`config.mk`:
```
export PLATFORM = sky130hd
export DESIGN_NAME = kpv_alu
export DESIGN_NICKNAME = d
export VERILOG_FILES = /design/src/rtl/kpv_pkg.sv /design/src/rtl/kpv_alu.sv
export SDC_FILE = /design/constraint.sdc
export NUM_CORES = 2
export LEC_CHECK = 0
export BUFFER_PORTS_ARGS = -buffer_cell sky130_fd_sc_hd__clkbuf_2
export CAP_MARGIN = 15
export CORE_ASPECT_RATIO = 0.6
export CORE_MARGIN = 2
export CORE_UTILIZATION = 65
export DETAILED_ROUTE_END_ITERATION = 10
export PLACE_DENSITY = 0.86
export SLEW_MARGIN = 0
export SYNTH_ARGS = -nofsm -noshare
export SYNTH_HDL_FRONTEND = slang
export SYNTH_SLANG_ARGS = --single-unit
```
`constraint.sdc`:
```
create_clock -name clk -period 16.9 [get_ports clk]
set_input_delay 1.69 -clock clk [delete_from_list [all_inputs] [get_ports clk]]
set_output_delay 1.69 -clock clk [all_outputs]
set_load 0.005 [all_outputs]
```
`src/rtl/kpv_pkg.sv`:
```
// Package for the position/velocity Kalman step: word format constants,
// register indexes, ALU operation codes and the sequencer's control struct.
`default_nettype none
package kpv_pkg;
  localparam int WordBits = 32;
  localparam int FracBits = 16;
  localparam int ExtBits  = WordBits + 2;

  localparam logic [1:0] CFG_TIME_STEP     = 2'd0;
  localparam logic [1:0] CFG_MEASURE_NOISE = 2'd1;
  localparam logic [1:0] CFG_PROCESS_NOISE = 2'd2;

  localparam logic signed [WordBits-1:0] WordMax = {1'b0, {(WordBits-1){1'b1}}};
  localparam logic signed [WordBits-1:0] WordMin = {1'b1, {(WordBits-1){1'b0}}};

  typedef logic signed [WordBits-1:0] word_t;

  // ALU operations
  typedef enum logic [2:0] {
    OP_ADD  = 3'd0,
    OP_SUB  = 3'd1,
    OP_MUL  = 3'd2,
    OP_DIV  = 3'd3,
    OP_HALF = 3'd4
  } alu_op_t;

  // Register file slots
  typedef enum logic [4:0] {
    R_POS, R_VEL, R_P00, R_P01, R_P10, R_P11, R_ACC, R_Z, R_DT, R_RN, R_QN,
    R_T0, R_T1, R_HDT2, R_X0, R_X1, R_RES, R_S, R_T00, R_T01, R_K0, R_K1,
    R_A00, R_A10, R_U00, R_N00, R_N01, R_N10, R_N11, R_T2
  } reg_sel_t;

  // Request from sequencer to the ALU
  typedef struct packed {
    logic    start;
    alu_op_t op;
    word_t   a;
    word_t   b;
  } alu_req_t;

  typedef struct packed {
    logic  done;
    word_t res;
    logic  sat;
  } alu_rsp_t;

  // Saturate a wide signed value to the word range.
  function automatic word_t sat_word(input logic signed [ExtBits-1:0] v, output logic s);
    begin
      s = 1'b0;
      if (v > ExtBits'(WordMax)) begin
        s = 1'b1;
        sat_word = WordMax;
      end else if (v < ExtBits'(WordMin)) begin
        s = 1'b1;
        sat_word = WordMin;
      end else begin
        sat_word = v[WordBits-1:0];
      end
    end
  endfunction
endpackage
`default_nettype wire

```
`src/rtl/kpv_alu.sv`:
```
// Shared arithmetic unit: saturating add/sub/half, floored product,
// restoring divide one quotient bit per cycle.
// Depends on kpv_pkg.
`default_nettype none
module kpv_alu (
  input  wire logic             clk,
  input  wire logic             rst_n,
  input  wire kpv_pkg::alu_req_t req,
  output kpv_pkg::alu_rsp_t      rsp
);
  localparam int W   = kpv_pkg::WordBits;
  localparam int F   = kpv_pkg::FracBits;
  localparam int QB  = W + F;              // quotient bits worth computing
  localparam int CW  = $clog2(QB + 1);

  typedef enum logic [3:0] {
    A_IDLE = 4'b0001,
    A_MUL  = 4'b0010,
    A_DIV  = 4'b0100,
    A_FIN  = 4'b1000
  } ast_t;

  ast_t ast_r, ast_nxt;
  logic [W-1:0]     bm_r, bm_nxt;
  logic             neg_r, neg_nxt;
  logic [2*W-1:0]   prod_r, prod_nxt;
  logic [QB-1:0]    num_r, num_nxt, quo_r, quo_nxt;
  logic [W:0]       rem_r, rem_nxt;
  logic [CW-1:0]    cnt_r, cnt_nxt;
  logic             done_r, done_nxt, sat_r, sat_nxt;
  kpv_pkg::word_t   res_r, res_nxt;

  logic [W-1:0]     amag, bmag;
  logic signed [kpv_pkg::ExtBits-1:0] ext;
  logic             s_fit;
  kpv_pkg::word_t   w_fit;
  logic [W:0]       rsh;
  logic [2*W:0]     rnd;
  logic [2*W-F:0]   shf;
  logic [W:0]       lim;
  logic [QB:0]      mag;

  assign amag = req.a[W-1] ? W'(-req.a) : W'(req.a);
  assign bmag = req.b[W-1] ? W'(-req.b) : W'(req.b);
  assign rsh  = {rem_r[W-1:0], num_r[QB-1]};
  assign rnd  = {1'b0, prod_r} + (neg_r ? (2*W+1)'((1 << F) - 1) : '0);
  assign shf  = rnd[2*W:F];
  assign lim  = neg_r ? {1'b1, {W{1'b0}}} >> 1 : {2'b00, {(W-1){1'b1}}};
  assign mag  = (ast_r == A_MUL) ? (QB+1)'(shf) : {1'b0, quo_r};

  always_comb begin
    ast_nxt = ast_r; bm_nxt = bm_r; neg_nxt = neg_r;
    prod_nxt = prod_r; num_nxt = num_r; quo_nxt = quo_r; rem_nxt = rem_r;
    cnt_nxt = cnt_r; done_nxt = 1'b0; sat_nxt = sat_r; res_nxt = res_r;
    ext = '0; s_fit = 1'b0; w_fit = '0;
    case (ast_r)
      A_IDLE: begin
        if (req.start) begin
          bm_nxt  = bmag;
          neg_nxt = req.a[W-1] ^ req.b[W-1];
          case (req.op)
            kpv_pkg::OP_ADD, kpv_pkg::OP_SUB, kpv_pkg::OP_HALF: begin
              if (req.op == kpv_pkg::OP_ADD)
                ext = kpv_pkg::ExtBits'(req.a) + kpv_pkg::ExtBits'(req.b);
              else if (req.op == kpv_pkg::OP_SUB)
                ext = kpv_pkg::ExtBits'(req.a) - kpv_pkg::ExtBits'(req.b);
              else  // truncating halve of a nonnegative or negative word
                ext = kpv_pkg::ExtBits'($signed(req.a + W'(req.a[W-1])) >>> 1);
              w_fit    = kpv_pkg::sat_word(ext, s_fit);
              res_nxt  = w_fit;
              sat_nxt  = s_fit;
              done_nxt = 1'b1;
            end
            kpv_pkg::OP_MUL: begin
              prod_nxt = amag * bmag;
              ast_nxt  = A_MUL;
            end
            kpv_pkg::OP_DIV: begin
              if (req.b == '0) begin
                res_nxt  = (req.a == '0) ? '0 : (req.a[W-1] ? kpv_pkg::WordMin
                                                          : kpv_pkg::WordMax);
                sat_nxt  = (req.a != '0);
                done_nxt = 1'b1;
              end else begin
                num_nxt = {amag, {F{1'b0}}};
                quo_nxt = '0;
                rem_nxt = '0;
                cnt_nxt = CW'(QB);
                ast_nxt = A_DIV;
              end
            end
            default: begin
              res_nxt  = '0;
              sat_nxt  = 1'b0;
              done_nxt = 1'b1;
            end
          endcase
        end
      end
      A_MUL: ast_nxt = A_FIN;
      A_DIV: begin
        // one restoring step per cycle
        num_nxt = num_r << 1;
        if (rsh >= {1'b0, bm_r}) begin
          rem_nxt = rsh - {1'b0, bm_r};
          quo_nxt = {quo_r[QB-2:0], 1'b1};
        end else begin
          rem_nxt = rsh;
          quo_nxt = {quo_r[QB-2:0], 1'b0};
        end
        cnt_nxt = cnt_r - 1'b1;
        if (cnt_r == CW'(1)) ast_nxt = A_FIN;
      end
      A_FIN: ast_nxt = A_IDLE;
      default: ast_nxt = A_IDLE;
    endcase
    // shared fit to word range with sign
    if (ast_r == A_FIN) begin
      if (mag > (QB+1)'(lim)) begin
        sat_nxt = 1'b1;
        res_nxt = neg_r ? kpv_pkg::WordMin : kpv_pkg::WordMax;
      end else begin
        sat_nxt = 1'b0;
        res_nxt = neg_r ? W'(-mag[W-1:0]) : mag[W-1:0];
      end
      done_nxt = 1'b1;
    end
  end

  // A_FIN always reads quo_r; for products it holds the latched, clamped shf
  always_ff @(posedge clk) begin
    if (!rst_n) begin
      ast_r  <= A_IDLE;
      done_r <= 1'b0;
    end else begin
      ast_r  <= (ast_r == A_MUL) ? A_FIN : ast_nxt;
      done_r <= done_nxt;
    end
    bm_r <= bm_nxt; neg_r <= neg_nxt; num_r <= num_nxt;
    rem_r <= rem_nxt; cnt_r <= cnt_nxt; sat_r <= sat_nxt; res_r <= res_nxt;
    prod_r <= prod_nxt;
    // latch shifted product as the magnitude source for the fit stage
    quo_r  <= (ast_r == A_MUL) ? QB'(shf > (2*W-F+1)'({QB{1'b1}}) ? {QB{1'b1}} : shf)
                               : quo_nxt;
  end

  assign rsp.done = done_r;
  assign rsp.res  = res_r;
  assign rsp.sat  = sat_r;
endmodule
`default_nettype wire

```
==> impl_metrics.env <==
export IMPL_drive_gt1_share_pct=6.10
export IMPL_final_util_pct=69.9
export IMPL_status="finished with violations"
export IMPL_syn_nets=7635
export IMPL_max_slew_margin_pct=13.4
export IMPL_routed_wl_um=206000
export IMPL_grt_pass1_wl_um=303000
export IMPL_nets=7618
export IMPL_drc=1
export IMPL_cpMostUsedCell="fa_1"
export IMPL_dp_hpwl_um=160000
export IMPL_io_buffers=103
export IMPL_setup_slack_ns=3.24
export IMPL_synthSimpleGateAreaFrac_pct=15.8
export IMPL_drtPass1Iterations=10
export IMPL_synth_edf_count=248
export IMPL_routedWlPerCell_um=28.2
export IMPL_finalSetupTns_ns=0
export IMPL_rows=81
export IMPL_syn_area_um2=53800
export IMPL_n_fill_cell=6344
export IMPL_synthArstFlopShare_pct=0
export IMPL_numCtsBuffers=29
export IMPL_gp_congestion=1.09
export IMPL_synth_seq_area_share_pct=14.0
export IMPL_ys_ff_latch=253
export IMPL_rsz0062_at_grt="no"
export IMPL_antenna_found_initial=15
export IMPL_cts_setup_buffers=0
export IMPL_timing_hold_ws_ns=0.545
export IMPL_grt_pass1_vias=46400
export IMPL_cp_max_fo=26
export IMPL_h_tree_depth=1
export IMPL_muxShareOfSynthArea_pct=1.03
export IMPL_cts_tree="built"
export IMPL_viasPerCell=6.57
export IMPL_drv_cap=0
export IMPL_cts_resized=0
export IMPL_final_hold_viol_count=0
export IMPL_grt_overflow=0
export IMPL_coreArea_um2=81700
export IMPL_syn_inst=6223
export IMPL_dieArea_um2=85200
export IMPL_synth_xor_area_share_pct=4.39
export IMPL_fin_crit_sh_pct=80.8
export IMPL_drt_initial_drc_count=7094
export IMPL_slew_viol_final=0
export IMPL_holdBufCountCts=0
export IMPL_path_clk_slew_ns=0.08
export IMPL_syn_avg_cell_area_um2=8.65
export IMPL_die_w_um=375
export IMPL_synth_flop_cell="edfxtp_1"
export IMPL_initial_core_util_pct=65.9
export IMPL_grt_usage_pct=49.1
export IMPL_hold_class="reg2reg"
export IMPL_critical_path_max_stage_delay_ns=0.80
export IMPL_synth_fa_ha_area_share_pct=43.8
export IMPL_critPathKind="in2reg"
export IMPL_clkLatencyLatePin_ns=0.62
export IMPL_syn2layout_area_growth_pct=6.10
export IMPL_synth_compound_area_share_pct=11.3
export IMPL_cts_buffer_depth=3
export IMPL_drtAntennaViolNets=0
export IMPL_synth_cell_types=96
export IMPL_fin_skew_ns=0.0186
export IMPL_grt_max_degree=84
export IMPL_synth_top_family_by_area="adder cells"
export IMPL_dr_total_vias=48000
export IMPL_cp_slowest_cell="o41ai_1"
export IMPL_crit_path_end_kind="flip-flop"
export IMPL_io_pins=104
export IMPL_final_setup_viol_count=0
export IMPL_cts_root_buf="clkbuf_16"
export IMPL_violations="DRC"
export IMPL_yosysWarnings=0
export IMPL_min_period_ns=13.66
export IMPL_cp_required_ns=17.25
export IMPL_dpl_worst_slack_ns=3.11
export IMPL_clock_sinks=253
export IMPL_timing_fmax_mhz=73.2
export IMPL_worstPathArrival_ns=14.01
export IMPL_tightest_slew_ns=1.30
export IMPL_die_y_um=227
export IMPL_worstSetupStartpointType="primary input"
-- Yosys cell counts (all sizes together) (36+ instances only) --
cell,number,area share [%]
inv,1098,7.7
fa,900,33
nor2,860,6.0
nand2,664,4.6
ha,442,10
a21oi,304,2.8
clkbuf,251,1.8
edfxtp,248,14
xnor2,176,2.9
o21ai,172,1.6
nand3,100,0.95
xor2,94,1.5
a21o,83,1.2
nor3,63,0.59
a211oi,58,0.81
mux2i,54,1.0
nand4,53,0.62
o31ai,38,0.56
nand2b,37,0.43
and2,36,0.42
-- state kept, by name (all words and copies together) (netlist names), 4 cells and up --
name / count
res_r: 32
rem_r: 32
quo_r: 48
cnt_r: 6
num_r: 32
prod_r: 64
ast_r: 4
bm_r: 32
-- critical path: cells and delay by family --
family	cells	cell delay, ns
fa+ha+maj	10	4.57
simple gates	11	2.76
compound gates	6	2.69
buf+inv	8	1.97
xor+xnor	2	0.26
-- layout make-up --
| class | instances | area, um^2 | share of cell area [%] |
|---|---|---|---|
| multi-input combinational | 4585 | 41600 | 72.8 |
| sequential | 253 | 7550 | 13.2 |
| inverter | 1115 | 4190 | 7.33 |
| timing repair buffer | 222 | 1450 | 2.54 |
| tap | 1079 | 1350 | 2.36 |
| clock buffer | 30 | 729 | 1.28 |
| clock inverter | 24 | 228 | 0.399 |
| antenna | 8 | 20.0 | 0.0351 |
-- per-layer routing --
metal	GRT usage, %	part of all wire [%]	vias to the layer above	wire length (um)
li1	-	-	19900	-
met1	69.0	39	23300	79900
met2	60.6	36	4168	74700
met3	29.0	20	680	41200
met4	18.0	4.7	22	9800
met5	4.40	0.32	-	654
-- cell usage in the layout, fill, tap and decap left out, types with 13 or more instances in the layout --
cell,count
a211o_1,13
a211oi_1,58
a21o_1,83
a21oi_1,302
a221o_1,14
a31oi_1,31
and2_1,35
and3_1,32
buf_4,117
clkbuf_16,29
clkbuf_2,103
clkinv_1,21
edfxtp_1,248
fa_1,900
ha_1,442
inv_1,1096
mux2i_1,54
nand2_1,664
nand2b_1,37
nand3_1,98
nand4_1,53
nor2_1,858
nor2b_1,30
nor3_1,62
nor4_1,25
o211ai_1,20
o21a_1,27
o21ai_0,164
o21bai_1,30
o22ai_1,20
o31ai_1,36
or2_2,14
or3_1,21
xnor2_1,141
xnor2_2,34
xor2_1,76
-- cell families after synthesis --
| family | after synthesis |
|---|---|
| xor gates and xnor gates | 270 |
| AOI/OAI and AO/OA | 938 |
| adders and majority gates | 1342 |
| and+or+nand+nor | 1980 |
| DFF | 253 |
| muxes | 55 |
| buffers and inverters | 1385 |
-- stage by stage --
step / cells / instance area [um^2]
2_1_floorplan: 6223 / 53800
3_3_place_gp: 7251 / 56100
3_5_place_dp: 7251 / 56100
4_1_cts: 7305 / 57000
5_1_grt: 7310 / 57100
6_report: 7316 / 57100
-- worst paths after layout --
path | start | to | slack, ns | cells after the start
worst max-delay path | req[0] | prod_r[63] | 3.24 | 37
worst min-delay path | num_r[31] | num_r[32] | 0.55 | 2
worst min register to register | num_r[31] | num_r[32] | 0.55 | 2
worst max register to register | neg_r | res_r[30] | 8.88 | 21
Power is not shown: default switching activity piles up to over one toggle a cycle in this logic, so the estimate is an artifact.
