## src/rtl/kpv_pkg.sv

```systemverilog
// Package for the position/velocity Kalman step: word format constants,
// register indexes, ALU operation codes and the sequencer's control struct.
`default_nettype none
package kpv_pkg;
  localparam int WordBits = 32;
  localparam int FracBits = 16;
  localparam int ExtBits  = WordBits + 2;

  localparam logic [1:0] CFG_TIME_STEP     = 2'd0;
  localparam logic [1:0] CFG_MEASURE_NOISE = 2'd1;
  localparam logic [1:0] CFG_PROCESS_NOISE = 2'd2;

  localparam logic signed [WordBits-1:0] WordMax = {1'b0, {(WordBits-1){1'b1}}};
  localparam logic signed [WordBits-1:0] WordMin = {1'b1, {(WordBits-1){1'b0}}};

  typedef logic signed [WordBits-1:0] word_t;

  // ALU operations
  typedef enum logic [2:0] {
    OP_ADD  = 3'd0,
    OP_SUB  = 3'd1,
    OP_MUL  = 3'd2,
    OP_DIV  = 3'd3,
    OP_HALF = 3'd4
  } alu_op_t;

  // Register file slots
  typedef enum logic [4:0] {
    R_POS, R_VEL, R_P00, R_P01, R_P10, R_P11, R_ACC, R_Z, R_DT, R_RN, R_QN,
    R_T0, R_T1, R_HDT2, R_X0, R_X1, R_RES, R_S, R_T00, R_T01, R_K0, R_K1,
    R_A00, R_A10, R_U00, R_N00, R_N01, R_N10, R_N11, R_T2
  } reg_sel_t;

  // Request from sequencer to the ALU
  typedef struct packed {
    logic    start;
    alu_op_t op;
    word_t   a;
    word_t   b;
  } alu_req_t;

  typedef struct packed {
    logic  done;
    word_t res;
    logic  sat;
  } alu_rsp_t;

  // Saturate a wide signed value to the word range.
  function automatic word_t sat_word(input logic signed [ExtBits-1:0] v, output logic s);
    begin
      s = 1'b0;
      if (v > ExtBits'(WordMax)) begin
        s = 1'b1;
        sat_word = WordMax;
      end else if (v < ExtBits'(WordMin)) begin
        s = 1'b1;
        sat_word = WordMin;
      end else begin
        sat_word = v[WordBits-1:0];
      end
    end
  endfunction
endpackage
`default_nettype wire

```

## src/rtl/kpv_seq.sv

```systemverilog
// Step sequencer: holds state, registers and temporaries, and issues the
// filter's operations to the shared ALU one after another.
// Depends on kpv_pkg.
`default_nettype none
module kpv_seq (
  input  wire logic              clk,
  input  wire logic              rst_n,
  input  wire logic              start,
  input  wire kpv_pkg::word_t    acc_in,
  input  wire kpv_pkg::word_t    z_in,
  input  wire logic [15:0]       time_step,
  input  wire logic [30:0]       measure_noise,
  input  wire logic [30:0]       process_noise,
  input  wire kpv_pkg::alu_rsp_t rsp,
  output kpv_pkg::alu_req_t      req,
  output logic                   done,
  output kpv_pkg::word_t         pos_o,
  output kpv_pkg::word_t         vel_o,
  output logic                   sat_o
);
  localparam int NOPS = 33;
  localparam int PW   = $clog2(NOPS + 1);

  typedef enum logic [2:0] {
    S_IDLE  = 3'b001,
    S_ISSUE = 3'b010,
    S_WAIT  = 3'b100
  } st_t;

  typedef struct packed {
    kpv_pkg::alu_op_t  op;
    kpv_pkg::reg_sel_t a;
    kpv_pkg::reg_sel_t b;
    kpv_pkg::reg_sel_t d;
  } micro_t;

  st_t st_r, st_nxt;
  logic [PW-1:0] pc_r, pc_nxt;
  kpv_pkg::word_t rf_r [32];
  logic sat_r, sat_nxt;
  micro_t mi;

  // Program: order follows the filter step; temporaries feed later ops.
  // The last two steps add Q to N00, then to N11.
  always_comb begin
    case (pc_r)
      PW'(0):  mi = '{kpv_pkg::OP_MUL,  kpv_pkg::R_DT,   kpv_pkg::R_DT,  kpv_pkg::R_T0};
      PW'(1):  mi = '{kpv_pkg::OP_HALF, kpv_pkg::R_T0,   kpv_pkg::R_T0,  kpv_pkg::R_HDT2};
      PW'(2):  mi = '{kpv_pkg::OP_MUL,  kpv_pkg::R_DT,   kpv_pkg::R_VEL, kpv_pkg::R_T0};
      PW'(3):  mi = '{kpv_pkg::OP_ADD,  kpv_pkg::R_POS,  kpv_pkg::R_T0,  kpv_pkg::R_X0};
      PW'(4):  mi = '{kpv_pkg::OP_MUL,  kpv_pkg::R_HDT2, kpv_pkg::R_ACC, kpv_pkg::R_T0};
      PW'(5):  mi = '{kpv_pkg::OP_ADD,  kpv_pkg::R_X0,   kpv_pkg::R_T0,  kpv_pkg::R_X0};
      PW'(6):  mi = '{kpv_pkg::OP_MUL,  kpv_pkg::R_DT,   kpv_pkg::R_ACC, kpv_pkg::R_T0};
      PW'(7):  mi = '{kpv_pkg::OP_ADD,  kpv_pkg::R_VEL,  kpv_pkg::R_T0,  kpv_pkg::R_X1};
      PW'(8):  mi = '{kpv_pkg::OP_SUB,  kpv_pkg::R_Z,    kpv_pkg::R_X0,  kpv_pkg::R_RES};
      PW'(9):  mi = '{kpv_pkg::OP_ADD,  kpv_pkg::R_P00,  kpv_pkg::R_RN,  kpv_pkg::R_S};
      PW'(10): mi = '{kpv_pkg::OP_MUL,  kpv_pkg::R_DT,   kpv_pkg::R_P10, kpv_pkg::R_T0};
      PW'(11): mi = '{kpv_pkg::OP_ADD,  kpv_pkg::R_P00,  kpv_pkg::R_T0,  kpv_pkg::R_T00};
      PW'(12): mi = '{kpv_pkg::OP_MUL,  kpv_pkg::R_DT,   kpv_pkg::R_P11, kpv_pkg::R_T0};
      PW'(13): mi = '{kpv_pkg::OP_ADD,  kpv_pkg::R_P01,  kpv_pkg::R_T0,  kpv_pkg::R_T01};
      PW'(14): mi = '{kpv_pkg::OP_DIV,  kpv_pkg::R_T00,  kpv_pkg::R_S,   kpv_pkg::R_K0};
      PW'(15): mi = '{kpv_pkg::OP_DIV,  kpv_pkg::R_P10,  kpv_pkg::R_S,   kpv_pkg::R_K1};
      PW'(16): mi = '{kpv_pkg::OP_MUL,  kpv_pkg::R_RES,  kpv_pkg::R_K0,  kpv_pkg::R_T0};
      PW'(17): mi = '{kpv_pkg::OP_ADD,  kpv_pkg::R_X0,   kpv_pkg::R_T0,  kpv_pkg::R_T1};
      PW'(18): mi = '{kpv_pkg::OP_MUL,  kpv_pkg::R_RES,  kpv_pkg::R_K1,  kpv_pkg::R_T0};
      PW'(19): mi = '{kpv_pkg::OP_ADD,  kpv_pkg::R_X1,   kpv_pkg::R_T0,  kpv_pkg::R_T2};
      PW'(20): mi = '{kpv_pkg::OP_MUL,  kpv_pkg::R_T01,  kpv_pkg::R_DT,  kpv_pkg::R_T0};
      PW'(21): mi = '{kpv_pkg::OP_ADD,  kpv_pkg::R_T00,  kpv_pkg::R_T0,  kpv_pkg::R_A00};
      PW'(22): mi = '{kpv_pkg::OP_MUL,  kpv_pkg::R_P11,  kpv_pkg::R_DT,  kpv_pkg::R_T0};
      PW'(23): mi = '{kpv_pkg::OP_ADD,  kpv_pkg::R_P10,  kpv_pkg::R_T0,  kpv_pkg::R_A10};
      PW'(24): mi = '{kpv_pkg::OP_MUL,  kpv_pkg::R_P01,  kpv_pkg::R_DT,  kpv_pkg::R_T0};
      PW'(25): mi = '{kpv_pkg::OP_ADD,  kpv_pkg::R_P00,  kpv_pkg::R_T0,  kpv_pkg::R_U00};
      PW'(26): mi = '{kpv_pkg::OP_MUL,  kpv_pkg::R_K0,   kpv_pkg::R_U00, kpv_pkg::R_T0};
      PW'(27): mi = '{kpv_pkg::OP_SUB,  kpv_pkg::R_A00,  kpv_pkg::R_T0,  kpv_pkg::R_N00};
      PW'(28): mi = '{kpv_pkg::OP_MUL,  kpv_pkg::R_K0,   kpv_pkg::R_P01, kpv_pkg::R_T0};
      PW'(29): mi = '{kpv_pkg::OP_SUB,  kpv_pkg::R_T01,  kpv_pkg::R_T0,  kpv_pkg::R_N01};
      PW'(30): mi = '{kpv_pkg::OP_MUL,  kpv_pkg::R_K1,   kpv_pkg::R_U00, kpv_pkg::R_T0};
      PW'(31): mi = '{kpv_pkg::OP_SUB,  kpv_pkg::R_A10,  kpv_pkg::R_T0,  kpv_pkg::R_N10};
      PW'(32): mi = '{kpv_pkg::OP_MUL,  kpv_pkg::R_K1,   kpv_pkg::R_P01, kpv_pkg::R_T0};
      PW'(33): mi = '{kpv_pkg::OP_SUB,  kpv_pkg::R_P11,  kpv_pkg::R_T0,  kpv_pkg::R_N11};
      PW'(34): mi = '{kpv_pkg::OP_ADD,  kpv_pkg::R_N00,  kpv_pkg::R_QN,  kpv_pkg::R_N00};
      default: mi = '{kpv_pkg::OP_ADD,  kpv_pkg::R_N11,  kpv_pkg::R_QN,  kpv_pkg::R_N11};
    endcase
  end

  assign req.start = (st_r == S_ISSUE);
  assign req.op    = mi.op;
  assign req.a     = rf_r[mi.a];
  assign req.b     = rf_r[mi.b];

  always_comb begin
    st_nxt = st_r; pc_nxt = pc_r; sat_nxt = sat_r;
    case (st_r)
      S_IDLE:  if (start) begin
        st_nxt = S_ISSUE; pc_nxt = '0; sat_nxt = 1'b0;
      end
      S_ISSUE: st_nxt = S_WAIT;
      S_WAIT:  if (rsp.done) begin
        sat_nxt = sat_r | rsp.sat;
        if (pc_r == PW'(NOPS + 2)) begin
          st_nxt = S_IDLE;
        end else begin
          pc_nxt = pc_r + 1'b1;
          st_nxt = S_ISSUE;
        end
      end
      default: st_nxt = S_IDLE;
    endcase
  end

  always_ff @(posedge clk) begin
    if (!rst_n) begin
      st_r  <= S_IDLE;
      pc_r  <= '0;
      sat_r <= 1'b0;
      for (int i = 0; i < 32; i++) rf_r[i] <= '0;
    end else begin
      st_r  <= st_nxt;
      pc_r  <= pc_nxt;
      sat_r <= sat_nxt;
      if (st_r == S_IDLE && start) begin
        rf_r[kpv_pkg::R_ACC] <= acc_in;
        rf_r[kpv_pkg::R_Z]   <= z_in;
        rf_r[kpv_pkg::R_DT]  <= kpv_pkg::WordBits'(time_step);
        rf_r[kpv_pkg::R_RN]  <= kpv_pkg::WordBits'(measure_noise);
        rf_r[kpv_pkg::R_QN]  <= kpv_pkg::WordBits'(process_noise);
      end
      if (st_r == S_WAIT && rsp.done) begin
        rf_r[mi.d] <= rsp.res;
        if (pc_r == PW'(NOPS + 2)) begin
          // commit new state
          rf_r[kpv_pkg::R_POS] <= rf_r[kpv_pkg::R_T1];
          rf_r[kpv_pkg::R_VEL] <= rf_r[kpv_pkg::R_T2];
          rf_r[kpv_pkg::R_P00] <= rf_r[kpv_pkg::R_N00];
          rf_r[kpv_pkg::R_P01] <= rf_r[kpv_pkg::R_N01];
          rf_r[kpv_pkg::R_P10] <= rf_r[kpv_pkg::R_N10];
          rf_r[kpv_pkg::R_P11] <= rsp.res;
        end
      end
    end
  end

  assign done  = (st_r == S_WAIT) && rsp.done && (pc_r == PW'(NOPS + 2));
  assign pos_o = rf_r[kpv_pkg::R_T1];
  assign vel_o = rf_r[kpv_pkg::R_T2];
  assign sat_o = sat_r | rsp.sat;
endmodule
`default_nettype wire

```

## config.mk

```make
export PLATFORM = sky130hd
export DESIGN_NAME = kpv_seq
export DESIGN_NICKNAME = d
export VERILOG_FILES = /design/src/rtl/kpv_pkg.sv /design/src/rtl/kpv_seq.sv
export SDC_FILE = /design/constraint.sdc
export NUM_CORES = 2
export LEC_CHECK = 0
export CORE_UTILIZATION = 50
export CTS_CLUSTER_SIZE = 20
export DETAILED_ROUTE_END_ITERATION = 8
export DONT_BUFFER_PORTS = 1
export GPL_TIMING_DRIVEN = 1
export HOLD_SLACK_MARGIN = 0.08
export SYNTH_ARGS = -nofsm -noshare
export SYNTH_HDL_FRONTEND = slang
export SYNTH_SLANG_ARGS = --single-unit
```

## constraint.sdc

```tcl
create_clock -name clk -period 9.2 [get_ports clk]
set_clock_uncertainty 0.05 [all_clocks]
set_input_delay 1.38 -clock clk [delete_from_list [all_inputs] [get_ports clk]]
set_output_delay 1.38 -clock clk [all_outputs]
set_load 0.005 [all_outputs]
```

==> results.toml <==
[cts]
clkSlewWorstSetupHoldPaths_ns = 0.06
post_cts_buffers = 0
worst_skew_pair.late_latency_ns = 0.72
clk_root_buffer_cell = "sky130_fd_sc_hd__clkbuf_16"
cts_hold_repair.buffers = 0
h_tree_depth = 3
post_cts_resize_count = 0
numCtsBuffers = 116
cts_tree = "built"
ctsLongestPathBuffers = 3
cts.sink_count = 1052

[sta]
timing_worst_slew_pin_value_ns = 1.29
timing.hold.ws_ns = 0.479
grt_setup_unrepaired = "false"
finalCriticalPeriod_ns = 5.86
fmax_mhz = 171
timing.slew.headroom_pct = 13.8
timing.final.max_slew_violations = 0
setup_tns_ns = 0
finalHoldViolations = 0
setup-violations-final = 0
post-route-period-util_pct = 63.7

[grt]
grt_pass1_wl_um = 285000
first_global_vias = 36200
gr-total-overflow = 0
grt.total_usage_pct = 35.4
antenna_found_initial = 13
grt_start_max_net_pins = 161

[routing]
drt-vias-per-instance = 7.39
drc = 0
drt_first_iter_violations = 5338
via_count = 36000
drt_pre_antenna_iters = 6
detail_route.wl_per_cell_um = 41.9
drtAntennaViolNets = 0
totalWireLength_um = 204000

[pwr]
leakage_power_uw = 0.0202
worst_ir_drop_vdd_mv = 0.155
power.density_cell_area_mw_per_mm2 = 178
power.total_uw = 11100

[synth]
post_synth.cell_area_avg_um2 = 16.5
post_synth_instance_area_mm2 = 0.0570
yosys.cell_count.top_type = "sky130_fd_sc_hd__edfxtp_1"
ys.warnings.count = 0
ys_seq_area_share_pct = 54.9
largest_cells_by_area_after_synthesis = "sky130_fd_sc_hd__edfxtp_1 54%, sky130_fd_sc_hd__mux4_2 25%, sky130_fd_sc_hd__and2_1 7.6%"
postSynthNetCount = 3642
synth_cells = 3451
yosysUniqueCellTypes = 72
post_synth_edffs = 1024
synth_top_cell_by_area = "sky130_fd_sc_hd__edfxtp_1"
async_flop_share_pct = 0
synth.ff_latch_count = 1052
list_of_most_frequent_post_synthesis_cells = "1024 x sky130_fd_sc_hd__edfxtp_1, 693 x sky130_fd_sc_hd__and2_1, 641 x sky130_fd_sc_hd__mux4_2"
synth_top_cell_area_share_pct = 53.9
yosys_most_used_dff = "sky130_fd_sc_hd__edfxtp_1"

[setup_path]
timing.critical_path.from = "mi[10]"
crit_type = "reg -> out"
critical_path_s_slowest_cell = "sky130_fd_sc_hd__buf_4"
critical_path_required_ns = 7.77
worst-endpoint-arrival_ns = 4.43
timing.rr.start = "mi[2]"
type_of_destination_of_the_critical_path = "output port"
crit_path_cell_trace = "buf_4 -> buf_4 -> mux4_2 -> mux4_2 -> mux2_2"
crit_path_start_kind = "register"
worst_path_largest_cell_delay_ns = 0.87
maximum_fanout_along_the_worst_path = 48

[die]
die_height_um = 340
core_region_area_mm2 = 0.113
placementRows = 123
die-width_um = 340
die_area_mm2 = 0.115
top_level_ports = 313
initial_core_util_pct = 50.6

[finish]
finalInstanceArea_mm2 = 0.0624
post_route_cells_drive_above_1_share_pct = 32.0
area_growth_from_synthesis_to_final_layout_pct = 9.49
final_net_count = 3453

[run_status]
status = "completed"

[placed_design]
place_area_mm2 = 0.0585
io_buffer_count = 0
place.gp.congestion = 0.867
place_hpwl_um = 120000

[hold_path]
min_path_type = "reg -> reg"
worst_hold_path_startpoint = "sat_r"

[job]
max_cap_violations = 0
cell families after synthesis:
family                   synth area share (%)
flip-flops                               54.9
XOR/XNOR                               0.0922
AO/OA/AOI/OAI                            5.81
adder cells (fa/ha/maj)                 0.263
buffers and inverters                    3.08
AND/OR/NAND/NOR                          9.18
multiplexers                             26.7
power by group:
group | leakage (uW) | switching [uW] | total, uW | internal, uW
Sequential | 0.0103 | 173 | 5680 | 5510
Combinational | 0.00799 | 343 | 610 | 266
Clock | 0.00188 | 2050 | 4810 | 2760
Total | 0.0202 | 2560 | 11100 | 8530
cell type report:
class | count | area [um2]
repair buffers | 99 | 793
multi-input cells | 1981 | 24500
flip-flops and latches | 1052 | 31300
clock buffers | 128 | 2950
fillers | 8722 | 50400
diodes | 6 | 15.0
inverters | 12 | 45.0
clock inverters | 91 | 925
well taps | 1500 | 1880
registers in the layout, indices dropped and copies added, names as in the netlist:
| register | count |
|---|---|
| mi | 18 |
| st_r | 3 |
| rf_r | 1024 |
| pc_r | 6 |
| sat_r | 1 |
layout by cell type, fill, tap and decap left out, drive strengths merged, types with 3 or more instances in the layout:
master,count
nand2,19
or3b,4
nor3,9
inv,15
a21oi,13
bufinv,16
nand3,10
a31oi,3
o211ai,4
buf,99
a211oi,6
clkbuf,128
mux2i,3
dfxtp,28
mux2,65
a22o,302
clkinv,62
xnor2,3
diode,6
and2,693
nand4,4
edfxtp,1024
clkinvlp,10
ha,12
and3,6
nand3b,3
o21ai,43
nor2b,33
mux4,641
nor2,54
xor2,3
nand2b,5
critical path, delay by kind of cell (launching register included):
kind | cells | cell delay [ns]
flip-flops | 1 | 0.63
buffers and inverters | 2 | 1.55
multiplexers | 3 | 1.41
metrics by stage:
| stage | instances | utilization [%] | setup WS, ns |
|---|---|---|---|
| global route | 4864 | 55.3 | 3.06 |
| global placement | 4644 | 51.9 | 4.04 |
| detailed placement | 4644 | 51.9 | 4.03 |
| floorplan | 3451 | - | 4.01 |
| CTS | 4863 | 55.3 | 3.28 |
| finish | 4869 | 55.3 | 3.34 |
layer usage:
metal	routed length (um)	vias up	part of all wire, %	GRT usage, %
met3	26300	449	13	10.6
li1	-	13600	-	-
met1	76300	19200	37	48.9
met2	93000	2690	46	53.6
met5	180	-	0.088	0.858
met4	8160	10	4.0	12.4
path summary, 6_finish.rpt:
| path | end | slack (ns) | cells after the start |
|---|---|---|---|
| hold reg to reg | sat_r | 0.48 | 2 |
| setup / recovery | req[50] | 3.34 | 5 |
| hold / removal | sat_r | 0.48 | 2 |
| setup reg to reg | rf_r[10][10] | 5.10 | 6 |
Note: power is estimated with default switching activity, not from simulation.
